### src/rtl/slse_pkg.sv
// Shared types and codes for the sorted list engine.
// No dependencies; imported by slse_mem, slse_ctrl and sorted_list_engine_core.
package slse_pkg;

  // Operation codes carried in the func field.
  typedef enum logic [1:0] {
    FUNC_INSERT = 2'd0,
    FUNC_REMOVE = 2'd1,
    FUNC_SEARCH = 2'd2,
    FUNC_NOP    = 2'd3
  } func_t;

  // Result status codes.
  typedef enum logic [1:0] {
    STAT_OK      = 2'd0,
    STAT_FULL    = 2'd1,
    STAT_RANGE   = 2'd2,
    STAT_MISSING = 2'd3
  } status_t;

  localparam int unsigned PosWidth   = 6;
  localparam int unsigned IndexWidth = 6;
  localparam int unsigned CountWidth = 7;

  // One result beat; packed so that status lands in the lowest bits.
  typedef struct packed {
    logic [CountWidth-1:0] count;
    logic [IndexWidth-1:0] index;
    status_t               status;
  } res_t;

endpackage

### src/rtl/slse_mem.sv
// Entry store of the sorted list: one write port, one read port, registered read data.
// Depends on slse_pkg (imported for house consistency).
module slse_mem
  import slse_pkg::*;
#(
  parameter int unsigned DEPTH = 64,
  parameter int unsigned WIDTH = 32,
  parameter int unsigned AW    = 6
) (
  input  logic             clk,
  input  logic             wr_en,
  input  logic [AW-1:0]    wr_addr,
  input  logic [WIDTH-1:0] wr_data,
  input  logic [AW-1:0]    rd_addr,
  output logic [WIDTH-1:0] rd_data
);

  logic [WIDTH-1:0] mem [DEPTH];

  always_ff @(posedge clk) begin
    if (wr_en) begin
      mem[wr_addr] <= wr_data;
    end
    rd_data <= mem[rd_addr];
  end

endmodule

### src/rtl/slse_ctrl.sv
// Sequencer of the sorted list: walks the entry store one entry per cycle for
// insert (shift up), remove (shift down) and search. Depends on slse_pkg.
module slse_ctrl
  import slse_pkg::*;
#(
  parameter int unsigned CAPACITY    = 64,
  parameter int unsigned VALUE_WIDTH = 32,
  parameter int unsigned AW          = 6,
  parameter int unsigned CW          = 7
) (
  input  logic                   clk,
  input  logic                   rst,
  // item side
  input  logic                   in_valid,
  output logic                   in_ready,
  input  func_t                  in_func,
  input  logic [VALUE_WIDTH-1:0] in_key,
  input  logic [PosWidth-1:0]    in_pos,
  // result side
  output logic                   res_valid,
  input  logic                   res_ready,
  output res_t                   res,
  // store port
  output logic                   mem_wr_en,
  output logic [AW-1:0]          mem_wr_addr,
  output logic [VALUE_WIDTH-1:0] mem_wr_data,
  output logic [AW-1:0]          mem_rd_addr,
  input  logic [VALUE_WIDTH-1:0] mem_rd_data
);

  localparam int unsigned PW = (CW > PosWidth) ? CW : PosWidth;

  typedef enum logic [5:0] {
    S_IDLE     = 6'b000001,
    S_INS      = 6'b000010,
    S_INS_LAST = 6'b000100,
    S_REM      = 6'b001000,
    S_SRCH     = 6'b010000,
    S_DONE     = 6'b100000
  } state_t;

  state_t                 state, state_next;
  logic [AW-1:0]          ptr, ptr_next;
  logic [CW-1:0]          cnt, cnt_next;
  logic [VALUE_WIDTH-1:0] key, key_next;
  logic [AW-1:0]          idx, idx_next;
  status_t                stat, stat_next;

  logic [CW-1:0] ptr_p1_c;
  logic [AW-1:0] ptr_p1;
  logic [AW-1:0] cnt_m1;

  assign ptr_p1_c = CW'(ptr) + CW'(1);
  assign ptr_p1   = ptr + AW'(1);
  assign cnt_m1   = AW'(cnt - CW'(1));

  always_comb begin
    state_next  = state;
    ptr_next    = ptr;
    cnt_next    = cnt;
    key_next    = key;
    idx_next    = idx;
    stat_next   = stat;
    mem_wr_en   = 1'b0;
    mem_wr_addr = '0;
    mem_wr_data = key;
    mem_rd_addr = '0;
    in_ready    = 1'b0;
    res_valid   = 1'b0;

    unique case (state)
      S_IDLE: begin
        in_ready = 1'b1;
        if (in_valid) begin
          key_next  = in_key;
          idx_next  = '0;
          stat_next = STAT_OK;
          unique case (in_func)
            FUNC_INSERT: begin
              if (cnt == CW'(CAPACITY)) begin
                stat_next  = STAT_FULL;
                state_next = S_DONE;
              end else if (cnt == '0) begin
                mem_wr_en   = 1'b1;
                mem_wr_data = in_key;
                cnt_next    = cnt + CW'(1);
                state_next  = S_DONE;
              end else begin
                mem_rd_addr = cnt_m1;
                ptr_next    = cnt_m1;
                state_next  = S_INS;
              end
            end
            FUNC_REMOVE: begin
              if (PW'(in_pos) >= PW'(cnt)) begin
                stat_next  = STAT_RANGE;
                state_next = S_DONE;
              end else if (PW'(in_pos) + PW'(1) == PW'(cnt)) begin
                cnt_next   = cnt - CW'(1);
                state_next = S_DONE;
              end else begin
                mem_rd_addr = AW'(in_pos) + AW'(1);
                ptr_next    = AW'(in_pos) + AW'(1);
                state_next  = S_REM;
              end
            end
            FUNC_SEARCH: begin
              if (cnt == '0) begin
                stat_next  = STAT_MISSING;
                state_next = S_DONE;
              end else begin
                ptr_next   = '0;
                state_next = S_SRCH;
              end
            end
            default: begin
              state_next = S_DONE;
            end
          endcase
        end
      end
      S_INS: begin
        mem_wr_en   = 1'b1;
        mem_wr_addr = ptr_p1;
        if (mem_rd_data >= key) begin
          // entry not less than key moves up one slot
          mem_wr_data = mem_rd_data;
          if (ptr == '0) begin
            state_next = S_INS_LAST;
          end else begin
            mem_rd_addr = ptr - AW'(1);
            ptr_next    = ptr - AW'(1);
          end
        end else begin
          mem_wr_data = key;
          idx_next    = ptr_p1;
          cnt_next    = cnt + CW'(1);
          state_next  = S_DONE;
        end
      end
      S_INS_LAST: begin
        mem_wr_en   = 1'b1;
        mem_wr_addr = '0;
        mem_wr_data = key;
        idx_next    = '0;
        cnt_next    = cnt + CW'(1);
        state_next  = S_DONE;
      end
      S_REM: begin
        mem_wr_en   = 1'b1;
        mem_wr_addr = ptr - AW'(1);
        mem_wr_data = mem_rd_data;
        if (ptr_p1_c < cnt) begin
          mem_rd_addr = ptr_p1;
          ptr_next    = ptr_p1;
        end else begin
          cnt_next   = cnt - CW'(1);
          state_next = S_DONE;
        end
      end
      S_SRCH: begin
        if (mem_rd_data == key) begin
          idx_next   = ptr;
          state_next = S_DONE;
        end else if (ptr_p1_c < cnt) begin
          mem_rd_addr = ptr_p1;
          ptr_next    = ptr_p1;
        end else begin
          stat_next  = STAT_MISSING;
          state_next = S_DONE;
        end
      end
      S_DONE: begin
        res_valid = 1'b1;
        if (res_ready) begin
          state_next = S_IDLE;
        end
      end
      default: begin
        state_next = S_IDLE;
      end
    endcase
  end

  always_ff @(posedge clk) begin
    if (rst) begin
      state <= S_IDLE;
      cnt   <= '0;
    end else begin
      state <= state_next;
      cnt   <= cnt_next;
    end
  end

  always_ff @(posedge clk) begin
    ptr  <= ptr_next;
    key  <= key_next;
    idx  <= idx_next;
    stat <= stat_next;
  end

  assign res.status = stat;
  assign res.index  = IndexWidth'(idx);
  assign res.count  = CountWidth'(cnt);

endmodule

### src/rtl/sorted_list_engine_core.sv
// Top level of the sorted list engine: stream ports, output register, assertions.
// Depends on slse_pkg, slse_mem and slse_ctrl.
//
// Keeps an ascending list of signed values in a single-port-read, single-port-write
// store of CAPACITY words. Each input beat carries one operation and yields exactly
// one result beat. Insert walks down from the top entry, moving every entry that is
// not less than the new value up one slot, and drops the value in front of the first
// entry below it, so a new value lands ahead of existing equals. Remove shifts the
// entries above the position down by one. Search walks up from entry 0 and stops at
// the first equal entry. The store does one read and one write per cycle. Items are
// handled one at a time; a finished result sits in the output register and the next
// item is taken meanwhile. The store needs no clearing after reset: only entries
// below the count are ever used. A read whose data a walk uses never touches the
// entry written in that cycle, and every write of an item lands before the next
// item's first read, so no forwarding is needed.
// status: 0 ok, 1 full, 2 position out of range, 3 not found. index is the insert or
// search hit position (low 6 bits), else 0; count is the entry count after the item.
module sorted_list_engine_core
  import slse_pkg::*;
#(
  parameter int unsigned CAPACITY    = 64,
  parameter int unsigned VALUE_WIDTH = 32
) (
  input  logic        clk,
  input  logic        rst,
  input  logic        s_tvalid,
  output logic        s_tready,
  input  logic [39:0] s_tdata,   // func[1:0], value[33:2], position[39:34]
  output logic        m_tvalid,
  input  logic        m_tready,
  output logic [15:0] m_tdata    // status[1:0], index[7:2], count[14:8], zero[15]
);

  localparam int unsigned AW = $clog2(CAPACITY);
  localparam int unsigned CW = $clog2(CAPACITY + 1);

  // input unpack
  func_t                    in_func;
  logic signed [31:0]       in_value;
  logic [PosWidth-1:0]      in_pos;
  logic [VALUE_WIDTH-1:0]   in_ext;
  logic [VALUE_WIDTH-1:0]   in_key;

  assign in_func  = func_t'(s_tdata[1:0]);
  assign in_value = s_tdata[33:2];
  assign in_pos   = s_tdata[39:34];
  assign in_ext   = VALUE_WIDTH'(in_value);
  // flip the sign bit so unsigned compare gives signed order
  assign in_key   = {~in_ext[VALUE_WIDTH-1], in_ext[VALUE_WIDTH-2:0]};

  logic                   mem_wr_en;
  logic [AW-1:0]          mem_wr_addr;
  logic [VALUE_WIDTH-1:0] mem_wr_data;
  logic [AW-1:0]          mem_rd_addr;
  logic [VALUE_WIDTH-1:0] mem_rd_data;

  logic res_valid;
  logic res_ready;
  res_t res;

  slse_mem #(
    .DEPTH (CAPACITY),
    .WIDTH (VALUE_WIDTH),
    .AW    (AW)
  ) u_mem (
    .clk     (clk),
    .wr_en   (mem_wr_en),
    .wr_addr (mem_wr_addr),
    .wr_data (mem_wr_data),
    .rd_addr (mem_rd_addr),
    .rd_data (mem_rd_data)
  );

  slse_ctrl #(
    .CAPACITY    (CAPACITY),
    .VALUE_WIDTH (VALUE_WIDTH),
    .AW          (AW),
    .CW          (CW)
  ) u_ctrl (
    .clk         (clk),
    .rst         (rst),
    .in_valid    (s_tvalid),
    .in_ready    (s_tready),
    .in_func     (in_func),
    .in_key      (in_key),
    .in_pos      (in_pos),
    .res_valid   (res_valid),
    .res_ready   (res_ready),
    .res         (res),
    .mem_wr_en   (mem_wr_en),
    .mem_wr_addr (mem_wr_addr),
    .mem_wr_data (mem_wr_data),
    .mem_rd_addr (mem_rd_addr),
    .mem_rd_data (mem_rd_data)
  );

  // output register: frees the sequencer as soon as a result is parked here
  res_t out_res;

  assign res_ready = !m_tvalid || m_tready;

  always_ff @(posedge clk) begin
    if (rst) begin
      m_tvalid <= 1'b0;
    end else if (res_ready) begin
      m_tvalid <= res_valid;
    end
  end

  always_ff @(posedge clk) begin
    if (res_valid && res_ready) begin
      out_res <= res;
    end
  end

  assign m_tdata = {1'b0, out_res};

`ifndef SYNTHESIS
  // sequencer never takes a beat while it holds a finished result
  a_idle_excl: assert property (@(posedge clk) disable iff (rst)
    !(s_tready && res_valid))
    else $error("item accepted while result pending");

  // full is only reported with the list at capacity
  a_full_count: assert property (@(posedge clk) disable iff (rst)
    (m_tvalid && out_res.status == STAT_FULL) |-> (out_res.count == CountWidth'(CAPACITY)))
    else $error("full status with count below capacity");

  // out-of-range and missing results carry index zero
  a_idx_zero: assert property (@(posedge clk) disable iff (rst)
    (m_tvalid && (out_res.status == STAT_RANGE || out_res.status == STAT_MISSING))
    |-> (out_res.index == '0))
    else $error("nonzero index on failed item");

  // a result only follows an accepted beat or a walk in progress
  a_res_after_accept: assert property (@(posedge clk) disable iff (rst)
    $rose(res_valid) |-> $past(s_tvalid || !s_tready))
    else $error("result without an item in flight");
`endif

endmodule

### config.mk
export PLATFORM = sky130hd
export DESIGN_NAME = sorted_list_engine_core
export DESIGN_NICKNAME = d
export VERILOG_FILES = /design/src/rtl/slse_pkg.sv /design/src/rtl/slse_mem.sv /design/src/rtl/slse_ctrl.sv /design/src/rtl/sorted_list_engine_core.sv
export SDC_FILE = /design/constraint.sdc
export NUM_CORES = 2
export LEC_CHECK = 0
export ABC_AREA = 1
export BUFFER_PORTS_ARGS = -buffer_cell sky130_fd_sc_hd__buf_2
export CORE_UTILIZATION = 43
export DETAILED_ROUTE_END_ITERATION = 8
export PLACE_DENSITY = 0.66
export SETUP_SLACK_MARGIN = 0.2
export SKIP_LAST_GASP = 1
export SLEW_MARGIN = 10
export SYNTH_ARGS = -nofsm -noshare
export SYNTH_HDL_FRONTEND = slang
export SYNTH_SLANG_ARGS = --single-unit
### constraint.sdc
create_clock -name clk -period 5.9 [get_ports clk]
set_input_delay 0.295 -clock clk [delete_from_list [all_inputs] [get_ports clk]]
set_output_delay 0.295 -clock clk [all_outputs]
set_load 0.005 [all_outputs]
# Yosys cells after proc, flatten, opt, wreduce, memory -nomap -nowiden
# Memory sizes are Yosys's and may differ from the RTL's. A register that Yosys moved wholly into a read port is not among the register bits.
# Index checks and enable logic that the tools add are counted.
# totals
wordCells	142
ff_bits	75
n_memories	1
ram_bits	2048
# mem_list
name	words	word_bits	read_ports	rd_clocked_by_memory_dff	wr	line	rtl
u_mem.mem	64	32	1	1	1	slse_mem.sv:18	logic [WIDTH-1:0] mem [DEPTH];
# classes
n_eq_ne	30
n_addsub	7
magnitude_cmp	3
n_mux	73
bitwise_logic	1
reduce_logical	17
# ops
operator	count
2-to-1 mux 6 bit	33
2-to-1 mux 32 bit	5
one-hot mux 32 bit (3 select lines)	1
one-hot mux 6 bit (4 select lines)	3
2-to-1 mux 7 bit	7
one-hot mux 6 bit (3 select lines)	2
one-hot mux 6 bit (6 select lines)	1
== test 32 bit	1
>= comparator 32 bit	1
one-hot mux 7 bit (4 select lines)	1
one-hot mux 6 bit (2 select lines)	2
!= test 3 bit, second input constant	7
adder 6 x 1 -> 7 bit, second input constant	2
!= test 2 bit, second input constant	7
one-hot mux 7 bit (2 select lines)	1
adder 6 x 1 -> 6 bit, second input constant	2
nonzero test 4 bit	3
AND reduction 11 bit	1
2-to-1 mux 2 bit	5
2-to-1 mux 1 bit	9
AND reduction 9 bit	1
AND reduction 4 bit	2
adder 7 x 1 -> 7 bit, second input constant	1
== test 7 bit	1
30 further kinds	32

# Depth between registers and ports, before layout
# logic_depth
ltp_word	8
ltp_mapped	26
ltp_nobuf	23

# Cells and area by module
# From an unflattened synthesis, not the netlist that was laid out.
# hier_totals
hier_cells	7612
hier_area_um2	88900.3
# modules_own_cells
module	cells_per_inst	area_each_um2	seq_area_each_um2	n_inst
slse_mem	6785	82785.6	62139.6	1
slse_ctrl	803	5601.6	1641.6	1
sorted_list_engine_core	24	513.0	470.5	1

# Worst setup path after synthesis
# No wires, ideal clock.
# synth_timing
path_type	flip-flop to flip-flop
start	register u_ctrl.key[31]
end	memory u_mem.mem[0][17] (data pin)
required_time_ns	5.318
path_slack_ns	1.298
arrival_time_ns	4.020
stages_incl_launch_ff	16
period_less_slack_ns	4.602
setup_time_ns	0.582
n_path_buf	2
cell_sequence	edfxtp_1 inv_1 ha_1 nand2_1 nor2_1 nand2_1 nor2_1 nand2_1 nand2_1 nor2_1 nand2_2 o22ai_1 clkbuf_1 buf_2 nand2_1 a32oi_1
# synth_via
elab_chain_cells	3
# synth_rtl
item	line	rtl
start, declared	slse_ctrl.sv:45	logic [VALUE_WIDTH-1:0] key, key_next;
start signal, assigned	slse_ctrl.sv:197	key <= key_next;
>= comparator 32 bit	slse_ctrl.sv:125	if (mem_rd_data >= key) begin
2-to-1 mux 32 bit	slse_ctrl.sv:125	
one-hot mux 32 bit (3 select lines)	slse_ctrl.sv:71	unique case (state)
via mem_wr_data[17]	sorted_list_engine_core.sv:53	logic [VALUE_WIDTH-1:0] mem_wr_data;
end, declared	slse_mem.sv:18	
# The timed path passes the listed nets, and every way through them passes these cells.

# Worst setup path in the final report
# layout_timing
start	register u_ctrl.ptr[2]
end	register u_mem.rd_data[17], read port of u_mem.mem
# layout_via
elab_chain_cells	5
word_cells_on_any_way	10
cone_classes	add/sub: 3; order compare: 1; mux: 5; reduce/logical: 1
# layout_rtl
item	line	rtl
start, declared	slse_ctrl.sv:43	logic [AW-1:0] ptr, ptr_next;
start signal, assigned	slse_ctrl.sv:196	ptr <= ptr_next;
adder 6 x 1 -> 7 bit	slse_ctrl.sv:53	assign ptr_p1_c = CW'(ptr) + CW'(1);
< comparator 7 bit	slse_ctrl.sv:153, slse_ctrl.sv:165	
2-to-1 mux 6 bit	slse_ctrl.sv:153, slse_ctrl.sv:165	
2-to-1 mux 6 bit	slse_ctrl.sv:162	if (mem_rd_data == key) begin
one-hot mux 6 bit (4 select lines) (*)	slse_ctrl.sv:71	
end, declared	slse_mem.sv:15	output logic [WIDTH-1:0] rd_data
# Mark *: on every way between the ends. The rest lies on a longest branch, timed or not.
# A chain may end at the register's enable or synchronous reset.

==> run metrics <==
Setup crit end kind flop; register-to-register setup slack 0.60 ns; antenna violations before repair 10; crit path from u_ctrl.ptr[2]$_DFFE_PP_; Final Net Count 9661; Period Utilization, post-route 89.8%; vias in the first global route 70100; hold depth 4; Max-cap violations 0; #FFs+latches synth 2155; Synth area leader edfxtp_1; Initial Utilization 43.4%; cell chain of the critical path nand2_1, nor2_1, nand2_1, xor2_1, inv_1, ha_1, nand2_1, o21a_1, nand2_1, nor2_1, nand3_1, nand2_1, inv_8, nand3_4, buf_12, buf_4, nand2_1, nand3_1, nand3_1, nand3_1, nand3_1, nand3_1, nand2_1; cts bufs inserted 219; vias 73700; GPL Wtd Cong 0.900; f_max 189 MHz; Die Area 232000 sq um; port buffer count 60; Routed Antenna Nets 0; HPWL after detailed placement 164000 microns; core area 228000 sq um; Clock Sinks 2155; most frequent CP cell nand2_1; CTS tree built; Seq/Total Area, Yosys 64.8%; most common cell after layout, fill and taps aside inv_1; Worst Hold Class in -> reg; area fraction of the dominant cell type after synthesis 63.9%; first-pass iteration count of the detailed router 6; Die Span Y 482 microns; clock buffer depth 3; setup bufs post-CTS 0; Total Routed Length 302000 microns; Tot Pwr 0.0458 W; pre-CTS WS 0.788 ns; I/O pins 62; worst vdd ir 434 uV; worst clock skew 0.0484 ns; DRC Markers 0; # setup viols final 0; Max Slew Vio Count 0; CP max-delay cell nand3_4; # H-tree levels 4; setup slack after layout 0.605 ns; die width 482 microns; Slew @ Worst Pin 1.33 ns; first-pass GRT wire length 448000 microns; Syn Inst Count 9669; slew margin rel. 11.1%; reg2reg start u_ctrl.ptr[2]$_DFFE_PP_; setup TNS 0 ns; Unique masters post-synth 46; Pwr per Cell Area 412 nW/um^2; GR Util All Layers 25.6%; Mapped Area 99100 sq um; Worst-Skew Late Latency 0.90 ns; share of cells above drive strength 1 7.59%; CP Class reg -> reg; WL per Instance 23.7 microns; Clock transition at path regs 0.07 ns; first-iteration detailed-routing DRC count 9916; syn_nets 9767; YS warnings 0; CP peak stage delay 0.55 ns; largest fanout on the critical path 37; Synth-to-Final Area Change 12.0%; Static Leak 45.3 nW; pin count of the biggest net entering global routing 163; FF-to-FF path depth 23; min-delay src s_tdata[34]; Min-Delay Endpoint u_ctrl.ptr[0]$_DFFE_PP_; main area contributors after synthesis edfxtp_1, nand3_1, inv_1; reg2reg end u_mem.rd_data[17]$_DFF_P_; gr ovfl total 0; root buf cell clkbuf_16; Final Hold Vio Count 0; FP Rows 175; RSZ-0062 raised after global routing false; status complete, no violations; Worst Path Required 6.72 ns; WP data arrival 6.11 ns; Synth Area per Inst 10.3 sq um; Min Clock Period, post-route 5.30 ns; most frequent cells in the layout inv_1, edfxtp_1, nand3_1; Vias/cell 5.77; critical path startpoint category flop
## metal layers
layer | up-vias | track usage [%] | share of wire (%)
met1 | 35700 | 34.1 | 39
met3 | 739 | 5.73 | 11
met5 | - | 0 | 0.011
met4 | 4 | 12.1 | 5.0
li1 | 32800 | - | -
met2 | 4475 | 39.7 | 45
## logic make-up after synthesis
| logic type | count (synthesis) | share of synthesized area [%] |
|---|---|---|
| flip-flops | 2155 | 64.8 |
| adder cells (fa/ha/maj) | 54 | 0.682 |
| buffers and inverters | 2818 | 11.3 |
| other | 1 | 0.00378 |
| AO/OA/AOI/OAI | 193 | 1.18 |
| AND/OR/NAND/NOR | 4432 | 21.9 |
| XOR/XNOR | 16 | 0.141 |
## layout make-up
type	instances	area, sq um
inverters	2136	8050
flip-flops and latches	2155	64300
diodes	4	10.0
multi-input cells	4696	24600
clock buffers	267	5680
well taps	3009	3760
clock inverters	139	1280
fillers	20100	117000
repair buffers	355	3380
## critical path: cells and delay by family (launching register included)
family,cells,cell delay [ns]
AO/OA/AOI/OAI,1,0.18
XOR/XNOR,1,0.23
adder cells (fa/ha/maj),1,0.29
buffers and inverters,4,1.10
flip-flops,1,0.47
AND/OR/NAND/NOR,16,2.86
## what timing repair did
action                     CTS  global route
hold buffers                40             0
setup endpoints to repair    0             0
resized for setup            0             0
hold endpoints to repair    46             0
## synth_stat cells (all sizes together)
cell / number
or2: 2
buf: 385
ha: 54
o21bai: 2
nand3b: 1
o221ai: 5
a31oi: 18
inv: 2135
a211oi: 6
nor2: 132
clkbuf: 297
dfxtp: 46
a22oi: 1
nor4: 3
nor3: 16
clkinv: 1
a21o: 1
a21oi: 35
nand3: 1989
nand2: 1303
xor2: 14
o21a: 2
o21ai: 78
a221oi: 1
xnor2: 2
nand4: 986
edfxtp: 2109
o22ai: 6
conb: 1
o211ai: 20
a2111oi: 1
a32oi: 17
## per-stage QoR
step / area [sq um] / utilization, % / std cells / hold WS (ns)
floorplan: 99100 / - / 9669 / 0.394
global placement: 104000 / 45.4 / 12300 / 0.404
CTS: 111000 / 48.7 / 12800 / 0.0166
global route: 111000 / 48.7 / 12800 / 0.113
finish: 111000 / 48.7 / 12800 / 0.0836
detailed placement: 104000 / 45.4 / 12300 / 0.407
## worst max-delay path by stage
stage	end	slack (ns)	depth (start not counted)
final	u_mem.rd_data[17]$_DFF_P_	0.60	23
after global routing	u_mem.rd_data[17]$_DFF_P_	0.41	23
after CTS	u_mem.rd_data[20]$_DFF_P_	0.77	18
after detailed placement	u_mem.rd_data[20]$_DFF_P_	0.79	18
after global placement	u_mem.rd_data[17]$_DFF_P_	0.71	24
after floorplan	u_mem.mem[0][17]$_DFFE_PP_	1.30	15
## registers in the layout, summed over array words and instances, names as in the netlist
signal,count
u_mem.rd_data,32
u_mem.mem,2048
u_ctrl.ptr,6
u_ctrl.cnt,7
u_ctrl.stat,2
u_ctrl.state,6
m_tdata,15
m_tvalid,1
u_ctrl.key,32
u_ctrl.idx,6
## where the power goes
group / switching, W / internal [W] / total (W)
clock: 0.00598 / 0.00767 / 0.0137
combinational: 0.00862 / 0.00212 / 0.0107
sequential: 0.000383 / 0.0210 / 0.0214
total: 0.0150 / 0.0308 / 0.0458
(Power assumes the default switching activity.)
